`src/hw/rtl/ebet_pkg.sv`:
```
// Types, codes and helpers of the encoder and button event translator.
package ebet_pkg;

  // Width of the kept positions; they saturate to this many signed bits
  localparam int POSITION_BITS = 32;
  localparam longint PosHiL = (longint'(1) << (POSITION_BITS - 1)) - longint'(1);
  localparam logic signed [33:0] POS_HI = 34'(PosHiL);
  localparam logic signed [33:0] POS_LO = -POS_HI - 34'sd1;
  localparam logic signed [33:0] S32_HI = 34'sh0_7FFF_FFFF;
  localparam logic signed [33:0] S32_LO = -S32_HI - 34'sd1;

  // Event codes
  typedef enum logic [3:0] {
    CMD_ENABLED          = 4'd0,
    CMD_DISABLED         = 4'd1,
    CMD_IDLE             = 4'd2,
    CMD_CHANGED          = 4'd3,
    CMD_CHANGED_PRESSED  = 4'd4,
    CMD_CHANGED_RELEASED = 4'd5,
    CMD_RELEASED         = 4'd7,
    CMD_CLICKED          = 4'd8,
    CMD_LONG_CLICKED     = 4'd11,
    CMD_LONG_PRESS       = 4'd12
  } cmd_t;

  // Configuration register indexes
  localparam logic [2:0] CFG_MIN_POS      = 3'd0;
  localparam logic [2:0] CFG_MAX_POS      = 3'd1;
  localparam logic [2:0] CFG_WRAP_POS     = 3'd2;
  localparam logic [2:0] CFG_MIN_HELD_POS = 3'd3;
  localparam logic [2:0] CFG_MAX_HELD_POS = 3'd4;
  localparam logic [2:0] CFG_WRAP_HELD    = 3'd5;

  typedef struct packed {
    logic [3:0]         command;
    logic signed [15:0] step_amount;
    logic               button_down;
    logic               encoder_quiet;
    logic               button_quiet;
    logic               may_emit;
  } in_word_t;

  typedef struct packed {
    logic [3:0]         event_code;
    logic signed [31:0] position;
    logic signed [31:0] pressed_position;
    logic signed [31:0] applied_step;
  } out_word_t;

  // Limits of one position
  typedef struct packed {
    logic signed [31:0] lo;
    logic signed [31:0] hi;
    logic               wrap;
  } lim_t;

  // Saturate to the position width
  function automatic logic signed [31:0] pos_sat(input logic signed [33:0] v);
    logic signed [33:0] r;
    if (v > POS_HI) begin
      r = POS_HI;
    end else if (v < POS_LO) begin
      r = POS_LO;
    end else begin
      r = v;
    end
    return r[31:0];
  endfunction

  // Saturate to 32 signed bits
  function automatic logic signed [31:0] s32_sat(input logic signed [33:0] v);
    logic signed [33:0] r;
    if (v > S32_HI) begin
      r = S32_HI;
    end else if (v < S32_LO) begin
      r = S32_LO;
    end else begin
      r = v;
    end
    return r[31:0];
  endfunction

endpackage

```
`src/hw/rtl/encoder_button_event_translator.sv`:
```
// Encoder and push-button event translator, top level.
// Usage:
//   Input channel in_valid/in_ready/in_word carries one encoder or button
//   event per word. Result channel out_valid/out_ready/out_word carries the
//   translated event with both positions and the applied step; an event
//   gives zero or one result word.
//   cfg_we/cfg_index/cfg_wdata write the six limit registers; write them
//   only while no event is in flight.
// Timing:
//   A word accepted at an edge sits in the input register, and its result
//   is loaded into the output register when that register is free. One word
//   per cycle is sustained while the receiver takes every result; the
//   position add, limit compares and step subtract are combinational logic
//   that also carries the position state from one word to the next.
// Reset (synchronous, rst_n low) clears positions, mode, count, limits and
// both valid flags.
// When the receiver stalls, the result word holds; the input register
// still takes one more word, then in_ready drops until out_ready returns.
module encoder_button_event_translator (
  input  logic                 clk,
  input  logic                 rst_n,
  input  logic                 in_valid,
  output logic                 in_ready,
  input  ebet_pkg::in_word_t   in_word,
  output logic                 out_valid,
  input  logic                 out_ready,
  output ebet_pkg::out_word_t  out_word,
  input  logic                 cfg_we,
  input  logic [2:0]           cfg_index,
  input  logic [31:0]          cfg_wdata
);

  ebet_pkg::lim_t      lim_norm_r, lim_held_r;
  ebet_pkg::in_word_t  s1_word_r;
  logic                s1_valid_r;
  ebet_pkg::out_word_t out_word_r;
  logic                out_valid_r;

  logic signed [31:0]  norm_pos_r, norm_pos_nxt;
  logic signed [31:0]  held_pos_r, held_pos_nxt;
  logic signed [31:0]  last_step_r, last_step_nxt;
  logic                turning_r, turning_nxt;
  logic [15:0]         turn_cnt_r, turn_cnt_nxt;

  ebet_pkg::lim_t      mv_lim;
  logic signed [31:0]  mv_old, mv_new, mv_applied;
  logic [3:0]          code;
  logic                drop;
  logic                emit;
  logic                out_free;
  logic                s1_fire;

  // Handshake
  assign out_free = !out_valid_r || out_ready;
  assign s1_fire  = s1_valid_r && out_free;
  assign in_ready = !s1_valid_r || out_free;
  assign out_valid = out_valid_r;
  assign out_word  = out_word_r;

  // Write configuration registers
  always_ff @(posedge clk) begin
    if (!rst_n) begin
      lim_norm_r <= '0;
      lim_held_r <= '0;
    end else if (cfg_we) begin
      unique case (cfg_index)
        ebet_pkg::CFG_MIN_POS:      lim_norm_r.lo   <= cfg_wdata;
        ebet_pkg::CFG_MAX_POS:      lim_norm_r.hi   <= cfg_wdata;
        ebet_pkg::CFG_WRAP_POS:     lim_norm_r.wrap <= cfg_wdata[0];
        ebet_pkg::CFG_MIN_HELD_POS: lim_held_r.lo   <= cfg_wdata;
        ebet_pkg::CFG_MAX_HELD_POS: lim_held_r.hi   <= cfg_wdata;
        ebet_pkg::CFG_WRAP_HELD:    lim_held_r.wrap <= cfg_wdata[0];
        default: ;
      endcase
    end
  end

  // Input register
  always_ff @(posedge clk) begin
    if (!rst_n) begin
      s1_valid_r <= 1'b0;
    end else if (in_ready) begin
      s1_valid_r <= in_valid;
    end
  end

  always_ff @(posedge clk) begin
    if (in_valid && in_ready) begin
      s1_word_r <= in_word;
    end
  end

  // Select the position that matches the button state
  assign mv_old = s1_word_r.button_down ? held_pos_r : norm_pos_r;
  assign mv_lim = s1_word_r.button_down ? lim_held_r : lim_norm_r;

  ebet_move u_move (
    .old_pos (mv_old),
    .step    (s1_word_r.step_amount),
    .lim     (mv_lim),
    .new_pos (mv_new),
    .applied (mv_applied)
  );

  // Translate the event and work out the next state
  always_comb begin
    code          = s1_word_r.command;
    drop          = 1'b0;
    norm_pos_nxt  = norm_pos_r;
    held_pos_nxt  = held_pos_r;
    last_step_nxt = last_step_r;
    turning_nxt   = turning_r;
    turn_cnt_nxt  = turn_cnt_r;

    if (code == ebet_pkg::CMD_ENABLED || code == ebet_pkg::CMD_DISABLED) begin
      drop = 1'b1;
    end else if (code == ebet_pkg::CMD_IDLE &&
                 !(s1_word_r.encoder_quiet && s1_word_r.button_quiet)) begin
      drop = 1'b1;
    end else begin
      if (code == ebet_pkg::CMD_CHANGED) begin
        last_step_nxt = mv_applied;
        if (s1_word_r.button_down) begin
          turning_nxt  = 1'b1;
          held_pos_nxt = mv_new;
        end else begin
          norm_pos_nxt = mv_new;
        end
        if (mv_applied == 32'sd0) begin
          drop = 1'b1;
        end else if (turning_nxt) begin
          code = ebet_pkg::CMD_CHANGED_PRESSED;
          if (turn_cnt_r != 16'hFFFF) begin
            turn_cnt_nxt = turn_cnt_r + 16'd1;
          end
        end
      end
      // Pressed-turn mode renames or swallows button events
      if (!drop && turning_nxt) begin
        if (code == ebet_pkg::CMD_LONG_PRESS) begin
          drop = 1'b1;
        end else if (code == ebet_pkg::CMD_RELEASED && turn_cnt_nxt != 16'd0) begin
          code = ebet_pkg::CMD_CHANGED_RELEASED;
        end else if (code == ebet_pkg::CMD_CLICKED ||
                     code == ebet_pkg::CMD_LONG_CLICKED) begin
          drop         = 1'b1;
          turning_nxt  = 1'b0;
          turn_cnt_nxt = 16'd0;
        end
      end
    end
    emit = !drop && s1_word_r.may_emit;
  end

  // Advance the kept state when the input register hands on its word
  always_ff @(posedge clk) begin
    if (!rst_n) begin
      norm_pos_r  <= '0;
      held_pos_r  <= '0;
      last_step_r <= '0;
      turning_r   <= 1'b0;
      turn_cnt_r  <= '0;
    end else if (s1_fire) begin
      norm_pos_r  <= norm_pos_nxt;
      held_pos_r  <= held_pos_nxt;
      last_step_r <= last_step_nxt;
      turning_r   <= turning_nxt;
      turn_cnt_r  <= turn_cnt_nxt;
    end
  end

  // Result register: load on a new result, drop when taken
  always_ff @(posedge clk) begin
    if (!rst_n) begin
      out_valid_r <= 1'b0;
    end else if (s1_fire) begin
      out_valid_r <= emit;
    end else if (out_ready) begin
      out_valid_r <= 1'b0;
    end
  end

  always_ff @(posedge clk) begin
    if (s1_fire && emit) begin
      out_word_r.event_code       <= code;
      out_word_r.position         <= norm_pos_nxt;
      out_word_r.pressed_position <= held_pos_nxt;
      out_word_r.applied_step     <= last_step_nxt;
    end
  end

endmodule

```
`src/hw/rtl/ebet_move.sv`:
```
// One position move: saturating add, limit by clamp or wrap, applied step.
module ebet_move (
  input  logic signed [31:0] old_pos,
  input  logic signed [15:0] step,
  input  ebet_pkg::lim_t     lim,
  output logic signed [31:0] new_pos,
  output logic signed [31:0] applied
);

  logic signed [33:0] sum;
  logic signed [31:0] moved;
  logic signed [31:0] limited;
  logic               lim_on;

  // Add the step and saturate
  assign sum   = 34'(old_pos) + 34'(step);
  assign moved = ebet_pkg::pos_sat(sum);
  assign lim_on = !(lim.lo == 32'sd0 && lim.hi == 32'sd0);

  // Apply the limits, maximum first
  always_comb begin
    limited = moved;
    if (lim_on) begin
      if (moved > lim.hi) begin
        limited = lim.wrap ? lim.lo : lim.hi;
      end else if (moved < lim.lo) begin
        limited = lim.wrap ? lim.hi : lim.lo;
      end
    end
  end

  assign new_pos = ebet_pkg::pos_sat(34'(limited));
  assign applied = ebet_pkg::s32_sat(34'(new_pos) - 34'(old_pos));

endmodule

```
`config.mk`:
```
export PLATFORM = sky130hd
export DESIGN_NAME = encoder_button_event_translator
export DESIGN_NICKNAME = d
export VERILOG_FILES = /design/src/hw/rtl/ebet_pkg.sv /design/src/hw/rtl/encoder_button_event_translator.sv /design/src/hw/rtl/ebet_move.sv
export SDC_FILE = /design/constraint.sdc
export NUM_CORES = 1
export LEC_CHECK = 0
export ABC_AREA = 1
export BUFFER_PORTS_ARGS = -buffer_cell sky130_fd_sc_hd__buf_2
export CORE_ASPECT_RATIO = 0.5
export CORE_MARGIN = 3
export CORE_UTILIZATION = 59
export CTS_CLUSTER_DIAMETER = 40
export DETAILED_ROUTE_END_ITERATION = 7
export PLACE_DENSITY = 0.87
export SLEW_MARGIN = 15
export SYNTH_ARGS = -nofsm -noshare
export SYNTH_HDL_FRONTEND = slang
export SYNTH_SLANG_ARGS = --single-unit
```
`constraint.sdc`:
```
create_clock -name clk -period 17 [get_ports clk]
set_input_delay 5.1 -clock clk [delete_from_list [all_inputs] [get_ports clk]]
set_output_delay 5.1 -clock clk [all_outputs]
set_load 0.005 [all_outputs]
```
## After elaboration in Yosys (flattened, before gate mapping)

Cells that the tools add are included.

- Register bits after elaboration: 369
- Bits of input ports: 64
- Output and inout port bits: 102
- Logic and storage cells: 148

- Add/subtract/negate cells: 3
- $lt $le $gt $ge: 8
- Eq/ne operators: 13
- Muxes and demuxes: 67
- Bitwise operators: 2
- Reductions and logical operators: 32

Operators by type and width:

| operator | number |
|---|---|
| 32-bit two-way mux | 23 |
| 16-bit two-way mux | 10 |
| 32-bit logical NOT | 3 |
| 33-bit by 32-bit greater-than comparator with 1-bit output, second input constant | 2 |
| 33-bit by 32-bit less-than comparator with 1-bit output, second input constant | 2 |
| 65-bit two-way mux | 1 |
| 4-bit two-way mux | 10 |
| 32-bit by 16-bit adder with 33-bit output | 1 |
| 32-bit by 32-bit subtractor with 33-bit output | 1 |
| 32-bit greater-than comparator | 1 |
| 32-bit greater-than comparator, second input constant | 1 |
| 32-bit less-than comparator | 1 |
| 32-bit less-than comparator, second input constant | 1 |
| 1-bit two-way mux | 23 |
| 16-bit by 1-bit adder with 16-bit output, second input constant | 1 |
| 16-bit inequality test, second input constant | 1 |
| 16-bit nonzero test | 1 |
| 4-bit == test, second input constant | 3 |
| 2-bit AND reduction | 6 |
| 1-bit logical AND | 9 |
| 4-bit by 2-bit == test with 1-bit output, second input constant | 2 |
| 3-bit by 2-bit == test with 1-bit output, second input constant | 2 |
| 3-bit == test, second input constant | 2 |
| 1-bit logical NOT | 5 |
| 9 further kinds | 13 |

## Depth between registers and ports, before layout

- Depth after elaboration: 32
- Depth in mapped cells: 80
- Mapped depth without buffers: 70

## By module

Synthesis repeated with hierarchy kept, for this count alone.

- Cells, all modules: 3317
- Area, all modules: 23130.9 sq um

By module, submodules not included:

| module | times used | cells an instance | area an instance (sq um) | seq. area each (sq um) |
|---|---|---|---|---|
| encoder_button_event_translator | 1 | 1978 | 15635.0 | 8628.3 |
| ebet_move | 1 | 1339 | 7495.9 | 0.0 |

## Least setup slack after synthesis

OpenSTA, ideal clock, no wires.

- Path type: register -> register
- Start: reg s1_word_r[3] (netlist bit)
- End: reg out_word_r (netlist bit out_word[0]), enable pin
- Setup time: 0.454 ns
- Data arrival time: 10.250 ns
- Data required time: 16.546 ns
- Slack: 6.296 ns
- Stages on the path, launching flop included: 70
- Buffers on the path: 10
- Period minus slack after synthesis: 10.704 ns
- Cell sequence: edfxtp_1 > buf_2 > buf_2 > buf_2 > buf_2 > clkbuf_1 > clkbuf_1 > nand2_1 > o21ai_0 > ha_1 > inv_1 > fa_1 > inv_1 > nand3_1 > nand2_1 > nand2_1 > nand2_2 > nand2_2 > (+34 left out) > nand2_1 > nand2_1 > nand2_1 > xor2_2 > inv_2 > nand2_2 > buf_4 > o21ai_1 > nand2_1 > nor2_1 > nand3_1 > nor2_1 > nor2_1 > nand2_1 > o21ai_0 > nand4_1 > nand3b_1 > inv_1

- Cells in the longest elaborated chain, start to end: 32
- Elaborated cells between the ends (all ways): 66
- Classes of those cells: 2 x add/sub; 8 x order compare; 4 x eq/ne; 40 x mux; 12 x reduce/logical

Ends and longest elaborated chain:

| element | line | RTL |
|---|---|---|
| from (decl) | encoder_button_event_translator.sv:34 | `ebet_pkg::in_word_t s1_word_r;` |
| from (signal assigned) | encoder_button_event_translator.sv:89 | `s1_word_r <= in_word;` |
| 32-bit two-way mux | encoder_button_event_translator.sv:94 | `assign mv_old = s1_word_r.button_down ? held_pos_r : norm_pos_r;` |
| 32-bit by 16-bit adder with 33-bit output | ebet_move.sv:16 | `assign sum = 34'(old_pos) + 34'(step);` |
| 33-bit by 32-bit less-than comparator with 1-bit output | ebet_pkg.sv:62 | `end else if (v < POS_LO) begin` |
| 32-bit two-way mux | ebet_pkg.sv:62 |  |
| 32-bit two-way mux | ebet_pkg.sv:60 | `if (v > POS_HI) begin` |
| 32-bit less-than comparator | ebet_move.sv:26 | `end else if (moved < lim.lo) begin` |
| 32-bit two-way mux | ebet_move.sv:26 |  |
| 32-bit two-way mux | ebet_move.sv:24 | `if (moved > lim.hi) begin` |
| (+16 left out) | n/a |  |
| 1-bit two-way mux | encoder_button_event_translator.sv:142 | `end else if (code == ebet_pkg::CMD_RELEASED && turn_cnt_nxt != 16'd0) begin` |
| 1-bit two-way mux | encoder_button_event_translator.sv:140 | `if (code == ebet_pkg::CMD_LONG_PRESS) begin` |
| 1-bit two-way mux * | encoder_button_event_translator.sv:139 | `if (!drop && turning_nxt) begin` |
| 1-bit two-way mux * | encoder_button_event_translator.sv:117 | `end else if (code == ebet_pkg::CMD_IDLE &&` |
| 1-bit two-way mux * | encoder_button_event_translator.sv:115 | `if (code == ebet_pkg::CMD_ENABLED \|\| code == ebet_pkg::CMD_DISABLED) begin` |
| 1-bit logical NOT * | encoder_button_event_translator.sv:152 | `emit = !drop && s1_word_r.may_emit;` |
| 1-bit logical AND * | encoder_button_event_translator.sv:152 |  |
| 1-bit logical AND * | encoder_button_event_translator.sv:184 | `if (s1_fire && emit) begin` |
| to (decl) | encoder_button_event_translator.sv:36 | `ebet_pkg::out_word_t out_word_r;` |

Every way passes the cells marked *; elsewhere a longest branch is shown, timed or not. The select of a mux whose other input is x is not followed.
A chain may end at the register's enable or synchronous reset.

## Final worst setup path

- Start: reg s1_word_r[3] (netlist bit)
- End: reg out_word_r (netlist bit out_word[77]), enable pin

Same word-level chain as after synthesis.

==> results by group <==
Clock network
  – H-tree levels: 2
  – Postcts setup bufs: 0
  – CTS tree: built
  – Clk root buf: clkbuf_16
  – Hold-fix buffers, CTS: 0
  – Sink Count: roughly 370
  – Num CTS Buffers: 39
  – CTS clk-pin slew, worst paths: approximately 0.060 ns
  – Clock buffer depth: 3
  – Clock Latency Late Sink: 0.55 ns
  – Post_cts resized: 0

Power and ir drop
  – Tot Pwr: roughly 3.8 mW
  – Worst vdd ir: just over 100 uV
  – Pwr per Cell Area: 146 nW/um^2
  – LEAKAGE: roughly 12 nW

Logic synthesis
  – Synth unique cells: 54
  – Main synth FF type: dfxtp_1
  – Synth Register Bits: around 370
  – EDFF count, synth: roughly 120
  – Post-synthesis cell count: around 3300
  – Post-Syn Nets: between 3000 and 4000
  – Avg Inst Size Synth: about 7.1 um^2
  – Seq/Total Area, Yosys: 0.367
  – Post-synthesis instance area: ~24000 um^2
  – Synth async-reset ratio: 0
  – Ys Warns: 0

Timing
  – Fin crit share: 0.729
  – Setup TNS: 0 ns
  – Slew Limit Fails: 0
  – # setup viols final: 0
  – Final Hold Viols: 0
  – WHS: about 0.45 ns
  – FMAX: approximately 0.081 GHz
  – RSZ-0062 raised after global routing: false
  – Max-slew headroom: 0.214
  – Period minus WS final: roughly 12 ns
  – Setup Skew: ~0.026 ns
  – Worst-Margin Slew: roughly 1.2 ns

Route
  – Routed wire length: roughly 70000 um
  – Vias: approximately 23000
  – 1st-pass router iterations: 8
  – Wire per inst: about 18 um
  – ANT nets after route: 0
  – Via density: 5.83
  – # DRC: 0
  – Iter 0 DRT Violations: roughly 3100

Layout
  – Synth-to-layout area growth: 10.4%
  – Fill cells: around 3200
  – Final #Nets: 3587
  – Final Instance Count excl. Fillers: roughly 4000
  – Final core utilization: 0.677
  – Area of the multi-input gates: 12800 um^2
  – Leading cell type in the layout, fill and taps excluded: nand2_1
  – Layout cells sized above 1: 0.145
  – Most frequent cells in the layout: 698 x nand2_1, 469 x o21ai_0, 377 x inv_1
  – FF+latch area: about 8600 um^2
  – N_diodes: 0

Setup path
  – Crit path to: out_word[77]$_DFFE_PP_
  – WP data arrival: between 10 and 15 ns
  – Cell mode on critical path: nand2_1
  – Slowest stage cell, crit path: o21ai_0
  – Largest stage delay, worst path: between 0.8 and 0.9 ns
  – CP Launch Type: register
  – Worst setup path startpoint: s1_word_r[3]$_DFFE_PP_
  – Setup crit end kind: register
  – Reg2reg setup slack: 4.60 ns
  – R2R cell count: 52
  – RR Endpoint: out_word[77]$_DFFE_PP_
  – Max FO, Critical Path: 86
  – Worst EP required: 17.18 ns
  – Worst reg2reg startpoint: s1_word_r[3]$_DFFE_PP_
  – Crit path kind: reg2reg

Placed design
  – Detailed Place HPWL: around 50000 um
  – Post-Place Cells: ~3900
  – GP Congestion: between 0.9 and 1
  – IO buf count: approximately 170

Status
  – Outcome: finished clean

Global routing
  – Global Route Usage Sum: 0.321
  – Vias in the first global route: 21000
  – Largest net degree at the start of global routing: around 120
  – First-pass GRT wire length: about 110000 um
  – GRT overflow: 0
  – Initial antenna violation count: 1

Die
  – Core Area: approximately 38000 um^2
  – Die Y: about 150 um
  – Ports: approximately 170
  – Die ar.: about 42000 um^2
  – Initial Utilization: 0.613
  – Num rows: 50
  – Chip width: a little under 300 um

Min path
  – HP Start: lim_held_r[46]$_SDFFE_PN0P_
  – Hold crit path type: reg2reg

Flow run
  – Max_cap viols: 0
==> per-layer routing <==
metal	vias to the layer above	GRT usage	share of wire
met4	2	0.0660	0.018
met5	-	0	0.00010
met2	1218	0.490	0.43
met3	121	0.0736	0.12
li1	11000	-	-
met1	10600	0.465	0.44
==> Yosys cell counts (8+ instances only) <==
| cell | count | area share |
|---|---|---|
| buf_4 | 10 | 0.0032 |
| o21ai_1 | 17 | 0.0036 |
| dfxtp_1 | 245 | 0.21 |
| or2_2 | 58 | 0.015 |
| edfxtp_1 | 124 | 0.16 |
| clkbuf_1 | 129 | 0.021 |
| nand2_4 | 8 | 0.0038 |
| buf_2 | 13 | 0.0028 |
| nor3_1 | 20 | 0.0043 |
| nor4_1 | 14 | 0.0037 |
| a31oi_1 | 9 | 0.0024 |
| o22ai_1 | 8 | 0.0021 |
| a21oi_1 | 175 | 0.037 |
| nor2_1 | 368 | 0.059 |
| nand3_1 | 126 | 0.027 |
| nand4_1 | 41 | 0.011 |
| xnor2_1 | 22 | 0.0082 |
| nand3_2 | 38 | 0.016 |
| nand2_2 | 46 | 0.012 |
| ha_1 | 126 | 0.067 |
| a21oi_2 | 61 | 0.023 |
| xor2_1 | 34 | 0.013 |
| inv_1 | 383 | 0.061 |
| o21ai_0 | 469 | 0.10 |
| inv_2 | 11 | 0.0018 |
| nand2_1 | 698 | 0.11 |
==> power breakdown <==
| part | internal (mW) | switching [mW] | leakage, nW | total (mW) |
|---|---|---|---|---|
| Clock | 0.526 | 0.392 | 0.676 | 0.917 |
| Sequential | 0.955 | 0.0183 | 3.16 | 0.973 |
| Combinational | 0.589 | 1.32 | 8.52 | 1.90 |
| Total | 2.07 | 1.72 | 12.4 | 3.79 |
==> sequential cells by signal (all words and copies together) (netlist names) <==
signal / flops
s1_word_r: 24
turning_r: 1
lim_held_r: 65
last_step_r: 32
out_word: 100
lim_norm_r: 65
norm_pos_r: 32
turn_cnt_r: 16
held_pos_r: 32
s1_valid_r: 1
out_valid: 1
==> worst max-delay path: cells and delay by family (launching register included) <==
family,cells,cell delay [ns]
AND/OR/NAND/NOR,32,4.68
AO/OA/AOI/OAI,9,3.45
buffers and inverters,7,1.94
adder cells (fa/ha/maj),4,1.44
flip-flops,1,0.41
==> worst min-delay path by stage <==
stage               slack (ns)                     endpoint  depth (start not counted)
floorplan                 0.42   lim_norm_r[0]$_SDFFE_PN0P_                          2
global placement          0.44  lim_held_r[46]$_SDFFE_PN0P_                          2
detailed placement        0.44  lim_held_r[39]$_SDFFE_PN0P_                          2
CTS                       0.45  lim_held_r[39]$_SDFFE_PN0P_                          2
global route              0.48  lim_held_r[48]$_SDFFE_PN0P_                          2
finish                    0.45  lim_held_r[46]$_SDFFE_PN0P_                          2
==> kinds of logic (layout without fill, tap and decap cells) <==
logic type,count (synthesis),count (layout),synth area share
AOI/OAI and AO/OA,772,772,0.179
xor gates and xnor gates,57,57,0.0216
adders and majority gates,128,128,0.0688
buffers and inverters,554,661,0.0917
DFF,369,369,0.367
muxes,7,7,0.00298
and+or+nand+nor,1431,1431,0.269
==> cell type report <==
type / instances / area share
well taps: 520 / 0.0251
repair buffers: 192 / 0.0397
flip-flops and latches: 369 / 0.332
multi-input cells: 2395 / 0.491
inverters: 398 / 0.0578
clock buffers: 49 / 0.0430
clock inverters: 22 / 0.0106
==> per-stage QoR <==
step	worst slack [ns]	instance area, um^2
floorplan	6.30	23500
global placement	5.50	24600
detailed placement	5.09	24600
CTS	5.05	26000
global route	3.81	26000
finish	4.60	26000
(Power assumes the default switching activity.)
